===== src/rtl/rwab_pkg.sv =====
`timescale 1ns / 1ps
// ----------------------------------------------------------------------------
// rwab_pkg: shared types and constants for the reorder window
// Result kinds, controller states, and the command/status bundles that join
// the controller to the datapath.
// ----------------------------------------------------------------------------
package rwab_pkg;

   // Id space is 16 bits; the expected id may sit one past it.
   localparam logic [16:0] ID_SPACE        = 17'h10000;
   localparam logic [5:0]  ACK_LIMIT_RESET = 6'd32;

   localparam logic OP_ARRIVAL = 1'b0;
   localparam logic OP_ACK     = 1'b1;

   typedef enum logic [2:0] {
      KIND_DELIVERED = 3'd0,
      KIND_HELD      = 3'd1,
      KIND_STALE     = 3'd2,
      KIND_DUP       = 3'd3,
      KIND_BEYOND    = 3'd4,
      KIND_ACK       = 3'd5,
      KIND_NO_ACK    = 3'd6
   } kind_type;

   typedef enum logic [2:0] {
      ST_IDLE,
      ST_EXEC,
      ST_DRAIN,
      ST_SCAN,
      ST_ACK_OUT
   } state_type;

   typedef struct packed {
      logic load;
      logic exec;
      logic drain;
      logic scan;
      logic ack_out;
   } cmd_type;

   typedef struct packed {
      logic go_drain;
      logic go_scan;
      logic drain_more;
      logic scan_done;
   } status_type;

endpackage


===== src/rtl/rwab_ctrl.sv =====
`timescale 1ns / 1ps
// ----------------------------------------------------------------------------
// rwab_ctrl: sequencer for the reorder window
// Takes one request at a time, steps the datapath through classify, in-order
// drain and ack bitmap scan.
// ----------------------------------------------------------------------------
module rwab_ctrl
   import rwab_pkg::*;
(
   input  logic       clock,
   input  logic       reset,
   input  logic       start,
   input  status_type status,
   output logic       busy,
   output cmd_type    cmd
);

   state_type state_ff;
   state_type state_in;

   always_ff @(posedge clock) begin
      if (reset) begin
         state_ff <= ST_IDLE;
      end else begin
         state_ff <= state_in;
      end
   end

   always_comb begin
      state_in = state_ff;
      cmd      = '0;
      unique case (state_ff)
         ST_IDLE: begin
            cmd.load = start;
            if (start) begin
               state_in = ST_EXEC;
            end
         end
         ST_EXEC: begin
            cmd.exec = 1'b1;
            if (status.go_drain) begin
               state_in = ST_DRAIN;
            end else if (status.go_scan) begin
               state_in = ST_SCAN;
            end else begin
               state_in = ST_IDLE;
            end
         end
         ST_DRAIN: begin
            cmd.drain = 1'b1;
            if (!status.drain_more) begin
               state_in = ST_IDLE;
            end
         end
         ST_SCAN: begin
            cmd.scan = 1'b1;
            if (status.scan_done) begin
               state_in = ST_ACK_OUT;
            end
         end
         ST_ACK_OUT: begin
            cmd.ack_out = 1'b1;
            state_in    = ST_IDLE;
         end
         default: begin
            state_in = ST_IDLE;
         end
      endcase
   end

   assign busy = (state_ff != ST_IDLE);

   // a drain run only ever follows an in-order delivery
   a_drain_entry: assert property (@(posedge clock) disable iff (reset)
      state_ff == ST_DRAIN |->
         ($past(state_ff) == ST_EXEC || $past(state_ff) == ST_DRAIN))
      else $error("drain entered without an in-order delivery");

endmodule


===== src/rtl/rwab_dp.sv =====
`timescale 1ns / 1ps
// ----------------------------------------------------------------------------
// rwab_dp: reorder window datapath
// Expected id, held marks, held tag memory, ack flag and limit, ack scan
// accumulators and the result output register.
// ----------------------------------------------------------------------------
module rwab_dp
   import rwab_pkg::*;
#(
   parameter int WINDOW  = 32,
   parameter int ACK_MAX = 32
) (
   input  logic        clock,
   input  logic        reset,
   input  cmd_type     cmd,
   output status_type  status,
   input  logic        req_opcode,
   input  logic [15:0] req_packet_id,
   input  logic [15:0] req_buffer_tag,
   input  logic        csr_wr_en,
   input  logic [5:0]  csr_wr_data,
   output logic        rsp_strobe,
   output logic [2:0]  rsp_kind,
   output logic [15:0] rsp_delivered_id,
   output logic [15:0] rsp_delivered_tag,
   output logic [16:0] rsp_ack_base,
   output logic [5:0]  rsp_ack_count,
   output logic [31:0] rsp_ack_bitmap,
   output logic        rsp_last
);

   localparam int SW = $clog2(WINDOW);
   localparam int NW = $clog2(WINDOW + 1);
   localparam int CW = (SW + 1 > 6) ? SW + 1 : 6;
   localparam int LIM_CAP = (ACK_MAX < 32) ? ACK_MAX : 32;

   localparam logic [SW:0]   WIN_EXT  = (SW + 1)'(WINDOW);
   localparam logic [16:0]   WIN_17   = 17'(WINDOW);
   localparam logic [SW-1:0] ONE_S    = SW'(1);
   localparam logic [SW-1:0] D_LAST   = SW'(WINDOW - 1);
   localparam logic [SW:0]   SPAN_ONE = (SW + 1)'(1);
   localparam logic [NW-1:0] CNT_ONE  = NW'(1);
   localparam logic [NW-1:0] CNT_LAST = NW'(WINDOW - 1);
   localparam logic [5:0]    LIM_CAP6 = 6'(LIM_CAP);

   function automatic logic [SW-1:0] wrap_add(input logic [SW-1:0] a,
                                              input logic [SW-1:0] b);
      logic [SW:0] s;
      s = {1'b0, a} + {1'b0, b};
      if (s >= WIN_EXT) begin
         s = s - WIN_EXT;
      end
      return s[SW-1:0];
   endfunction

   // latched request
   logic        op_ff;
   logic [15:0] id_ff;
   logic [15:0] tag_ff;

   // window state
   logic [16:0]       exp_ff,  exp_in;
   logic [SW-1:0]     slot_ff, slot_in;
   logic              pend_ff, pend_in;
   logic [WINDOW-1:0] mark_ff, mark_in;
   logic [5:0]        lim_ff,  lim_in;
   logic [NW-1:0]     cnt_ff,  cnt_in;

   // ack scan
   logic [SW-1:0] d_ff,    d_in;
   logic [SW:0]   span_ff, span_in;
   logic [31:0]   bmp_ff,  bmp_in;

   // held tag memory
   logic [15:0] tag_mem [WINDOW];
   logic [15:0] mem_q_ff;
   logic        mem_we;

   // result register
   logic        strobe_ff, strobe_in;
   kind_type    kind_ff,   kind_in;
   logic [15:0] rid_ff,    rid_in;
   logic [15:0] rtag_ff,   rtag_in;
   logic [16:0] base_ff,   base_in;
   logic [5:0]  count_ff,  count_in;
   logic [31:0] rbmp_ff,   rbmp_in;
   logic        last_ff,   last_in;

   // classification
   logic [16:0]   id_ext;
   logic [16:0]   diff;
   logic [16:0]   nexp;
   logic          stale;
   logic          equal;
   logic          beyond;
   logic          nexp_ok;
   logic [SW-1:0] nslot;
   logic [SW-1:0] hslot;
   logic [SW-1:0] scan_idx;
   logic          cont_exec;
   logic          cont_drain;
   logic [5:0]    lim;
   logic [CW-1:0] dx;
   logic [CW-1:0] span_x;
   logic [CW-1:0] lim_x;
   logic [5:0]    ack_cnt;

   always_comb begin
      id_ext     = {1'b0, id_ff};
      diff       = id_ext - exp_ff;
      nexp       = exp_ff + 17'd1;
      stale      = id_ext < exp_ff;
      equal      = id_ext == exp_ff;
      beyond     = diff >= WIN_17;
      nexp_ok    = nexp < ID_SPACE;
      nslot      = wrap_add(slot_ff, ONE_S);
      hslot      = wrap_add(slot_ff, diff[SW-1:0]);
      scan_idx   = wrap_add(slot_ff, d_ff);
      cont_exec  = nexp_ok && mark_ff[nslot];
      cont_drain = nexp_ok && mark_ff[nslot] && (cnt_ff < CNT_LAST);
      lim        = (lim_ff > LIM_CAP6) ? LIM_CAP6 : lim_ff;
      dx         = CW'(d_ff);
      span_x     = CW'(span_ff);
      lim_x      = CW'(lim);
      ack_cnt    = (span_x < lim_x) ? 6'(span_x) : lim;
   end

   assign status.go_drain   = (op_ff == OP_ARRIVAL) && equal && cont_exec;
   assign status.go_scan    = (op_ff == OP_ACK) && pend_ff;
   assign status.drain_more = cont_drain;
   assign status.scan_done  = (d_ff == D_LAST);

   assign mem_we = cmd.exec && (op_ff == OP_ARRIVAL) && !stale && !equal && !beyond
                   && !mark_ff[hslot];

   always_comb begin
      exp_in    = exp_ff;
      slot_in   = slot_ff;
      pend_in   = pend_ff;
      mark_in   = mark_ff;
      lim_in    = lim_ff;
      cnt_in    = cnt_ff;
      d_in      = d_ff;
      span_in   = span_ff;
      bmp_in    = bmp_ff;
      strobe_in = 1'b0;
      kind_in   = kind_ff;
      rid_in    = rid_ff;
      rtag_in   = rtag_ff;
      base_in   = base_ff;
      count_in  = count_ff;
      rbmp_in   = rbmp_ff;
      last_in   = last_ff;

      if (csr_wr_en) begin
         lim_in = csr_wr_data;
      end

      if (cmd.exec) begin
         strobe_in = 1'b1;
         last_in   = 1'b1;
         rid_in    = id_ff;
         rtag_in   = tag_ff;
         base_in   = '0;
         count_in  = '0;
         rbmp_in   = '0;
         if (op_ff == OP_ACK) begin
            rid_in  = '0;
            rtag_in = '0;
            if (pend_ff) begin
               // result goes out after the scan
               strobe_in = 1'b0;
               pend_in   = 1'b0;
               d_in      = ONE_S;
               span_in   = '0;
               bmp_in    = '0;
            end else begin
               kind_in = KIND_NO_ACK;
            end
         end else if (stale) begin
            kind_in = KIND_STALE;
         end else begin
            pend_in = 1'b1;
            if (equal) begin
               kind_in = KIND_DELIVERED;
               exp_in  = nexp;
               slot_in = nslot;
               cnt_in  = CNT_ONE;
               last_in = !cont_exec;
            end else if (beyond) begin
               kind_in = KIND_BEYOND;
            end else if (mark_ff[hslot]) begin
               kind_in = KIND_DUP;
            end else begin
               kind_in        = KIND_HELD;
               mark_in[hslot] = 1'b1;
            end
         end
      end

      if (cmd.drain) begin
         strobe_in        = 1'b1;
         kind_in          = KIND_DELIVERED;
         rid_in           = exp_ff[15:0];
         rtag_in          = mem_q_ff;
         base_in          = '0;
         count_in         = '0;
         rbmp_in          = '0;
         last_in          = !cont_drain;
         mark_in[slot_ff] = 1'b0;
         exp_in           = nexp;
         slot_in          = nslot;
         cnt_in           = cnt_ff + CNT_ONE;
      end

      if (cmd.scan) begin
         if (mark_ff[scan_idx]) begin
            span_in = {1'b0, d_ff} + SPAN_ONE;
            if (dx < lim_x) begin
               bmp_in[dx[4:0]] = 1'b1;
            end
         end
         d_in = d_ff + ONE_S;
      end

      if (cmd.ack_out) begin
         strobe_in = 1'b1;
         kind_in   = KIND_ACK;
         rid_in    = '0;
         rtag_in   = '0;
         base_in   = exp_ff;
         count_in  = ack_cnt;
         rbmp_in   = bmp_ff;
         last_in   = 1'b1;
      end
   end

   always_ff @(posedge clock) begin
      if (cmd.load) begin
         op_ff  <= req_opcode;
         id_ff  <= req_packet_id;
         tag_ff <= req_buffer_tag;
      end
   end

   // next drain slot is read every cycle; data lands in the mem_q_ff register
   always_ff @(posedge clock) begin
      if (mem_we) begin
         tag_mem[hslot] <= tag_ff;
      end
      mem_q_ff <= tag_mem[nslot];
   end

   always_ff @(posedge clock) begin
      if (reset) begin
         exp_ff    <= '0;
         slot_ff   <= '0;
         pend_ff   <= 1'b0;
         mark_ff   <= '0;
         lim_ff    <= ACK_LIMIT_RESET;
         cnt_ff    <= '0;
         d_ff      <= '0;
         span_ff   <= '0;
         bmp_ff    <= '0;
         strobe_ff <= 1'b0;
      end else begin
         exp_ff    <= exp_in;
         slot_ff   <= slot_in;
         pend_ff   <= pend_in;
         mark_ff   <= mark_in;
         lim_ff    <= lim_in;
         cnt_ff    <= cnt_in;
         d_ff      <= d_in;
         span_ff   <= span_in;
         bmp_ff    <= bmp_in;
         strobe_ff <= strobe_in;
      end
   end

   always_ff @(posedge clock) begin
      kind_ff  <= kind_in;
      rid_ff   <= rid_in;
      rtag_ff  <= rtag_in;
      base_ff  <= base_in;
      count_ff <= count_in;
      rbmp_ff  <= rbmp_in;
      last_ff  <= last_in;
   end

   assign rsp_strobe        = strobe_ff;
   assign rsp_kind          = kind_ff;
   assign rsp_delivered_id  = rid_ff;
   assign rsp_delivered_tag = rtag_ff;
   assign rsp_ack_base      = base_ff;
   assign rsp_ack_count     = count_ff;
   assign rsp_ack_bitmap    = rbmp_ff;
   assign rsp_last          = last_ff;

   // expected slot is only marked while its held entry is being drained
   a_expected_unmarked: assert property (@(posedge clock) disable iff (reset)
      !mark_ff[slot_ff] || cmd.drain)
      else $error("expected slot marked outside a drain");

   a_expected_monotonic: assert property (@(posedge clock) disable iff (reset)
      1'b1 |=> exp_ff >= $past(exp_ff))
      else $error("expected id moved backward");

   a_multi_is_delivery: assert property (@(posedge clock) disable iff (reset)
      strobe_ff && !last_ff |-> kind_ff == KIND_DELIVERED)
      else $error("non-final beat that is not a delivery");

endmodule


===== src/rtl/reorder_window_with_ack_bitmap.sv =====
`timescale 1ns / 1ps
// Sequence: start is taken in IDLE and the request is classified in EXEC, whose result
//   beat is registered; drained ids follow one beat per cycle. An ack with the pending
//   flag set instead walks the WINDOW-1 held marks one per cycle, and its beat is
//   registered out of ACK_OUT. Requests are taken one at a time: busy is high until
//   the last beat is loaded, and start is not taken while busy.
// Reset: expected id, held marks, ack flag cleared, ack_limit set to 32; tag memory
//   is not cleared. Result beats are strobed for one cycle and cannot be stalled.
// ----------------------------------------------------------------------------
// reorder_window_with_ack_bitmap: receive reorder window with selective ack
// In-order delivery of sequence ids with a held-id window and bitmap acks.
// ----------------------------------------------------------------------------
module reorder_window_with_ack_bitmap
   import rwab_pkg::*;
#(
   parameter int WINDOW  = 32,
   parameter int ACK_MAX = 32
) (
   input  logic        clock,
   input  logic        reset,
   input  logic        start,
   output logic        busy,
   input  logic        req_opcode,
   input  logic [15:0] req_packet_id,
   input  logic [15:0] req_buffer_tag,
   input  logic        csr_wr_en,
   input  logic [5:0]  csr_wr_data,
   output logic        rsp_strobe,
   output logic [2:0]  rsp_kind,
   output logic [15:0] rsp_delivered_id,
   output logic [15:0] rsp_delivered_tag,
   output logic [16:0] rsp_ack_base,
   output logic [5:0]  rsp_ack_count,
   output logic [31:0] rsp_ack_bitmap,
   output logic        rsp_last
);

   cmd_type    cmd;
   status_type status;

   rwab_ctrl u_ctrl (
      .clock  (clock),
      .reset  (reset),
      .start  (start),
      .status (status),
      .busy   (busy),
      .cmd    (cmd)
   );

   rwab_dp #(
      .WINDOW  (WINDOW),
      .ACK_MAX (ACK_MAX)
   ) u_dp (
      .clock             (clock),
      .reset             (reset),
      .cmd               (cmd),
      .status            (status),
      .req_opcode        (req_opcode),
      .req_packet_id     (req_packet_id),
      .req_buffer_tag    (req_buffer_tag),
      .csr_wr_en         (csr_wr_en),
      .csr_wr_data       (csr_wr_data),
      .rsp_strobe        (rsp_strobe),
      .rsp_kind          (rsp_kind),
      .rsp_delivered_id  (rsp_delivered_id),
      .rsp_delivered_tag (rsp_delivered_tag),
      .rsp_ack_base      (rsp_ack_base),
      .rsp_ack_count     (rsp_ack_count),
      .rsp_ack_bitmap    (rsp_ack_bitmap),
      .rsp_last          (rsp_last)
   );

endmodule


===== config.mk =====
export PLATFORM = sky130hd
export DESIGN_NAME = reorder_window_with_ack_bitmap
export DESIGN_NICKNAME = d
export VERILOG_FILES = /design/src/rtl/rwab_pkg.sv /design/src/rtl/rwab_ctrl.sv /design/src/rtl/rwab_dp.sv /design/src/rtl/reorder_window_with_ack_bitmap.sv
export SDC_FILE = /design/constraint.sdc
export NUM_CORES = 1
export LEC_CHECK = 0
export ABC_AREA = 1
export BUFFER_PORTS_ARGS = -buffer_cell sky130_fd_sc_hd__buf_2
export CAP_MARGIN = 20
export CORE_MARGIN = 4
export CORE_UTILIZATION = 48
export CTS_BUF_LIST = sky130_fd_sc_hd__clkbuf_8
export CTS_CLUSTER_SIZE = 20
export DETAILED_ROUTE_END_ITERATION = 16
export GPL_TIMING_DRIVEN = 0
export HOLD_SLACK_MARGIN = 0.1
export PLACE_DENSITY = 0.67
export SLEW_MARGIN = 25
export SYNTH_ARGS = -nofsm -noshare
export SYNTH_HDL_FRONTEND = slang
export SYNTH_SLANG_ARGS = --single-unit

===== constraint.sdc =====
create_clock -name clock -period 5.1 [get_ports clock]
set_input_delay 0.765 -clock clock [delete_from_list [all_inputs] [get_ports clock]]
set_output_delay 0.765 -clock clock [all_outputs]
set_load 0.01 [all_outputs]

# Yosys cells after proc, flatten, opt, wreduce, memory -nomap -nowiden
# Memories as Yosys holds them, arrays and structs flattened. A register that Yosys moved wholly into a read port is not among the register bits.
# Cells that the tools add are included.
# W data, S select, Z words.
# classes
mux,102
n_eq_ne,14
order_cmp,18
n_bitwise,5
add_sub_neg,11
n_reduce_logical,34
# ops
cell,n
$mux W32,16
$mux W17,8
$mux W16,6
$mux W6,15
$or A32 B32 Y32,2
$mux W5,12
$and A32 B32 Y32,1
$not A32 Y32,1
$lt A5 B6 Y1 const B,5
$mux W3,10
$mux W1,25
$ge A6 B6 Y1 const B,3
$add A17 B1 Y17 const B,1
$eq A16 B17 Y1,1
$ge A17 B6 Y1 const B,1
$lt A16 B17 Y1,1
$lt A17 B17 Y1 const B,1
$sub A16 B17 Y17,1
$bmux W1 S5,3
$demux W1 S5,3
$ge A5 B1 Y1 const B,3
$sub A5 B1 Y5 const B,3
$logic_and A1 B1 Y1,13
$add A5 B1 Y6 const B,2
other kinds (25),47
# totals
ramBits,512
register_bits,238
word_cells,207
mem_count,1
in_bits,43
# mem_list
name,words,width,rd,rd_ports_with_merged_regs,wr,line_no,rtl
u_dp.tag_mem,32,16,1,1,1,rwab_dp.sv:75,logic [15:0] tag_mem [WINDOW];

# Logic depth before layout (Yosys ltp)
# logic_depth
depth_word,17
depth_mapped,21

# By module
# Synthesis repeated with hierarchy kept, for this count alone.
# hier_totals
cells_unflattened,3043
area_unflattened_um2,32581.2
# by_module_without_submodules
mod,seq_area_each_um2,n_inst,area_each_um2,cells_each
rwab_dp,21280.4,1,32359.8,3009
rwab_ctrl,60.1,1,221.5,34

# Worst setup path after synthesis
# OpenSTA, ideal clock, no wires.
# synth_timing
path_type,reg-to-reg
from,register u_dp.exp_ff[0]
to,"memory u_dp.tag_mem[0][0], enable pin"
period_less_slack_ps,4003
arrival_time_ps,3615
setup_time_ps,388
stages_incl_launch_ff,18
slack_ps,1097
n_path_buf,1
required_time_ps,4712
path_cell_list,dfxtp_1 > ha_1 > fa_1 > inv_1 > fa_1 > nand2_1 > inv_1 > buf_2 > nand2_1 > o2111ai_1 > nand2_1 > nand3_1 > nand2_1 > nand2_1 > nand2_1 > inv_2 > nand4_4 > nor2_1
# synth_via
elab_chain_len,10
# synth_rtl
element,line_no,rtl
"start, declared",rwab_dp.sv:62,"logic [16:0] exp_ff, exp_in;"
"start signal, assigned",rwab_dp.sv:267,exp_ff <= exp_in;
$sub A16 B17 Y17,rwab_dp.sv:110,diff = id_ext - exp_ff;
$add A5 B5 Y6,rwab_dp.sv:49,"s = {1'b0, a} + {1'b0, b};"
$sub A5 B1 Y5 or $ge A6 B6 Y1 (tied branches),"rwab_dp.sv:51, rwab_dp.sv:50",
$mux W5,rwab_dp.sv:50,if (s >= WIN_EXT) begin
$bmux W1 S5,rwab_dp.sv:134,&& !mark_ff[hslot];
$mux W1 (not written as such),rwab_dp.sv:134,
$logic_not A1 Y1,rwab_dp.sv:134,
$logic_and A1 B1 Y1,rwab_dp.sv:134,
$mux W1,rwab_dp.sv:248,if (mem_we) begin
$mux W1 (not written as such),rwab_dp.sv:249,tag_mem[hslot] <= tag_ff;
"end, declared",rwab_dp.sv:75,
# Several ways; a longest one is shown, not always the timed one. The select of a mux whose other input is x is not followed.

# Final worst setup path
# layout_timing
from,register u_dp.id_ff[0]
to,"memory u_dp.tag_mem[25][8], enable pin"
# layout_via
elab_chain_len,10
# layout_rtl
element,line_no,rtl
"start, declared",rwab_dp.sv:58,logic [15:0] id_ff;
"start signal, assigned",rwab_dp.sv:241,id_ff <= req_packet_id;
$sub A16 B17 Y17,rwab_dp.sv:110,
$add A5 B5 Y6,rwab_dp.sv:49,
$sub A5 B1 Y5 or $ge A6 B6 Y1 (tied branches),"rwab_dp.sv:51, rwab_dp.sv:50",
$mux W5,rwab_dp.sv:50,
$bmux W1 S5,rwab_dp.sv:134,
$mux W1 (not written as such),rwab_dp.sv:134,
$logic_not A1 Y1,rwab_dp.sv:134,
$logic_and A1 B1 Y1,rwab_dp.sv:134,
$mux W1,rwab_dp.sv:248,
$mux W1 (not written as such),rwab_dp.sv:249,
# Several ways; a longest one is shown, not always the timed one. The select of a mux whose other input is x is not followed.

==> run metrics <==
outcome completed; DR WL met3 10780 µm; met2 WL ~45000 µm; IO Pins between 100 and 150; clock tree buffer depth 3; clock group share of total power 36.8%; Synth cell types between 40 and 50; Die Ht between 200 and 300 µm; post-route insts no fill approximately 4300; total CTS buffers 120; synthesized netlist cell count roughly 3000; reg2reg start u_dp.id_ff[0]; max-cap violation count 0; final hold vios 0; Final ANT Viol Nets 0; Yosys warning count 0; Seq pwr share 54.7%; Seq/Total Area, Yosys between 60% and 70%; nets between 3000 and 4000; clk root buf clkbuf_8; Layout area overhead 14.86%; Slew HR 30.01%; Worst Path Required about 5500 ps; Ant. Diodes 0; GRT overflow 0; Setup CP Type reg -> reg; Worst-Margin Slew between 1000 and 1500 ps; Inst Count DP 4116; Synth Flop Type edfxtp_1; synthesized area per cell roughly 11 µm²; combinational power share under 10%; Seq cells post-synth around 770; DIE AREA between 70000 and 80000 µm²; Hold Path End u_dp.tag_ff[7]; Post-Syn Area 32540 µm²; GPL Wtd Cong 1.021; Wirelength per Cell 22.97 µm; Die Width approximately 270 µm; vias in the first global route 24030; Peak supply drop between 0.2 and 0.3 mV; R2R depth 18; Detail Placement HPWL between 70000 and 80000 µm; Pwr Total around 13000 µW; DR pass1 iterations 6; highest attainable clock frequency between 150 and 200 MHz; largest cells by area after synthesis edfxtp_1 (55%), dfxtp_1 (10%), o21ai_0 (6.1%), nor2_1 (5.6%), nand2_1 (3.6%); Reg clk slew, reported paths approximately 60 ps; minimum clock period 5021 ps; Routed WL between 90000 and 100000 µm; largest net degree at the start of global routing 56; FF-to-FF End u_dp.tag_mem[25][8]; GRT Util Overall 27.13%; fin. max-slew vios 0; DP Area around 35000 µm²; first-pass GRT wire length approximately 150000 µm; RSZ-0062 raised after global routing yes; layout cells sized above 1 12.17%; port buffer count 135; clk_skew around 53 ps; share of the synthesized area in the top cell type between 50 and 60%; hold depth 1; CP max FO 10; Hold Path Class in -> reg; vias post-DR 25280; Final Instance Area ~37000 µm²; Final period util roughly 98%; Post-synth EDFFs 600; CP Capture Type flip-flop; setup_tns 0 ps; switching part of the total 26.00%; DR vias/cell 5.826; internal reg-to-reg setup slack 80 ps; core area about 67000 µm²; H-tree level count 3; CTS tree done; initial antenna violation count 2; # DRC 0; Clk Latency, worst-skew pair roughly 760 ps; number of DRC markers in iteration 0 between 3000 and 4000; Starting Density approximately half; Max Used Layer met5; M1 WL a little under 40000 µm; # rows 95; worst path arrival time 5450 ps; Critical Path Start Type flip-flop; post-synth top area cell edfxtp_1; Net Sw Power 3353 µW; Power Density 345.0 nW/µm²; Leakage Power 0.01311 µW; Worst Min Path Start req_buffer_tag[7]; Post-Synthesis Net Count approximately 3100; Internal Pwr Total ~9500 µW; Sink Count approximately 770; setup violators final 0; Post-synth ARST share 0%
-- synthesized netlist by cell type, drive strengths merged, types with 5 or more instances --
library cell / count
o22ai: 49
o21ai: 399
a21oi: 156
edfxtp: 600
nand3: 162
nor3: 21
buf: 29
xor2: 15
a31oi: 41
nor2: 493
dfxtp: 166
o221ai: 84
nand4: 46
clkbuf: 148
nand2: 313
inv: 224
o211ai: 30
ha: 44
clkinv: 5
-- flip-flops by register name (all words and copies together) (netlist names), 6 cells and up --
register	count
u_dp.tag_mem	512
u_dp.rsp_ack_count	6
u_dp.mem_q_ff	16
u_dp.mark_ff	32
u_dp.rsp_delivered_id	16
u_dp.exp_ff	17
u_dp.bmp_ff	32
u_dp.tag_ff	16
u_dp.cnt_ff	6
u_dp.rsp_delivered_tag	16
u_dp.id_ff	16
u_dp.rsp_ack_bitmap	32
u_dp.lim_ff	6
u_dp.span_ff	6
u_dp.rsp_ack_base	17
-- placed cells by master (no fill, tap or decap), types with 4 or more instances in the layout --
cell type,n
a21oi_1,155
a22oi_1,4
a31oi_1,41
buf_1,4
buf_2,150
buf_4,9
buf_6,18
buf_8,31
clkbuf_1,142
clkbuf_8,127
clkinv_1,29
clkinv_2,14
dfxtp_1,165
edfxtp_1,600
ha_1,43
inv_1,272
inv_2,4
nand2_1,308
nand2_2,4
nand3_1,162
nand3b_1,4
nand4_1,42
nand4_4,4
nor2_1,456
nor2_2,24
nor2_4,13
nor3_1,21
o2111ai_1,4
o211ai_1,30
o21ai_0,396
o221ai_1,84
o22ai_1,49
xor2_1,15
-- critical path: stages (launching register included) --
cell and delay [ps]:
edfxtp_1 360, inv_1 140, ha_1 200, fa_1 430, inv_1 140, fa_1 510, nor2_2 390, buf_2 370
nand2_1 100, o2111ai_1 220, nand2_1 110, nand3_1 100, nand2_1 50, nand2_1 50, nand2_1 70, inv_2 250
nand4_4 350, nor2_2 590, buf_6 250
-- per-stage QoR --
step	util (%)	setup slack [ps]	hold slack (ps)
detailed placement	52.33	-805.1	456.3
global placement	51.08	-706.4	453.7
CTS	55.59	156.8	136.9
floorplan	-	1097	444.8
finish	55.65	78.97	192.7
global route	55.65	-40.93	161.9
-- power groups by stage --
stage / Sequential [µW] / Combinational [µW] / Clock [µW]
after floorplan: 7190 / 507 / 0
after global placement: 7260 / 914 / 0
after detailed placement: 7180 / 1070 / 0
after CTS: 7050 / 1070 / 4810
after global routing: 7060 / 1180 / 5090
final: 7050 / 1100 / 4740
-- cell type report --
| cell class | count | area [µm²] |
|---|---|---|
| multi-input combinational | 1886 | 9762 |
| inverter | 229 | 859.6 |
| buffer | 175 | 724.4 |
| fill | 5737 | 29780 |
| timing repair buffer | 186 | 1408 |
| tap | 873 | 1092 |
| clock inverter | 98 | 439.2 |
| clock buffer | 127 | 1748 |
| sequential | 766 | 21340 |
-- logic make-up after synthesis --
family | share of synthesized area [%]
compound gates | 13.67
xor+xnor | 0.4576
fa+ha+maj | 1.877
buf+inv | 4.868
flops | 65.58
simple gates | 13.54
-- worst max-delay path by stage --
stage	end	start	slack, ps	depth (start not counted)
3_3_place_gp	u_dp.mem_q_ff[7]	u_dp.slot_ff[0]	-710	17
6_report	u_dp.tag_mem[25][8]	u_dp.id_ff[0]	80	18
4_1_cts	u_dp.tag_mem[30][4]	u_dp.id_ff[0]	160	17
3_5_place_dp	u_dp.mem_q_ff[5]	u_dp.slot_ff[0]	-810	17
5_1_grt	u_dp.tag_mem[25][8]	u_dp.id_ff[0]	-40	18
2_1_floorplan	u_dp.tag_mem[0][0]	u_dp.exp_ff[0]	1100	17
-- metal layers --
layer,vias to the layer above,track usage [%]
met5,-,0
met4,2,10.77
met3,255,6.446
met2,1352,42.76
met1,12120,36.68
li1,11560,-
-- timing repair --
| item | in CTS | in global routing |
|---|---|---|
| gates resized for setup | 6 | 6 |
| setup endpoints to repair | 16 | 83 |
| hold buffers | 0 | 0 |
| gates cloned | 0 | 0 |
| setup buffers | 0 | 0 |
Note: power is estimated with default switching activity, not from simulation.
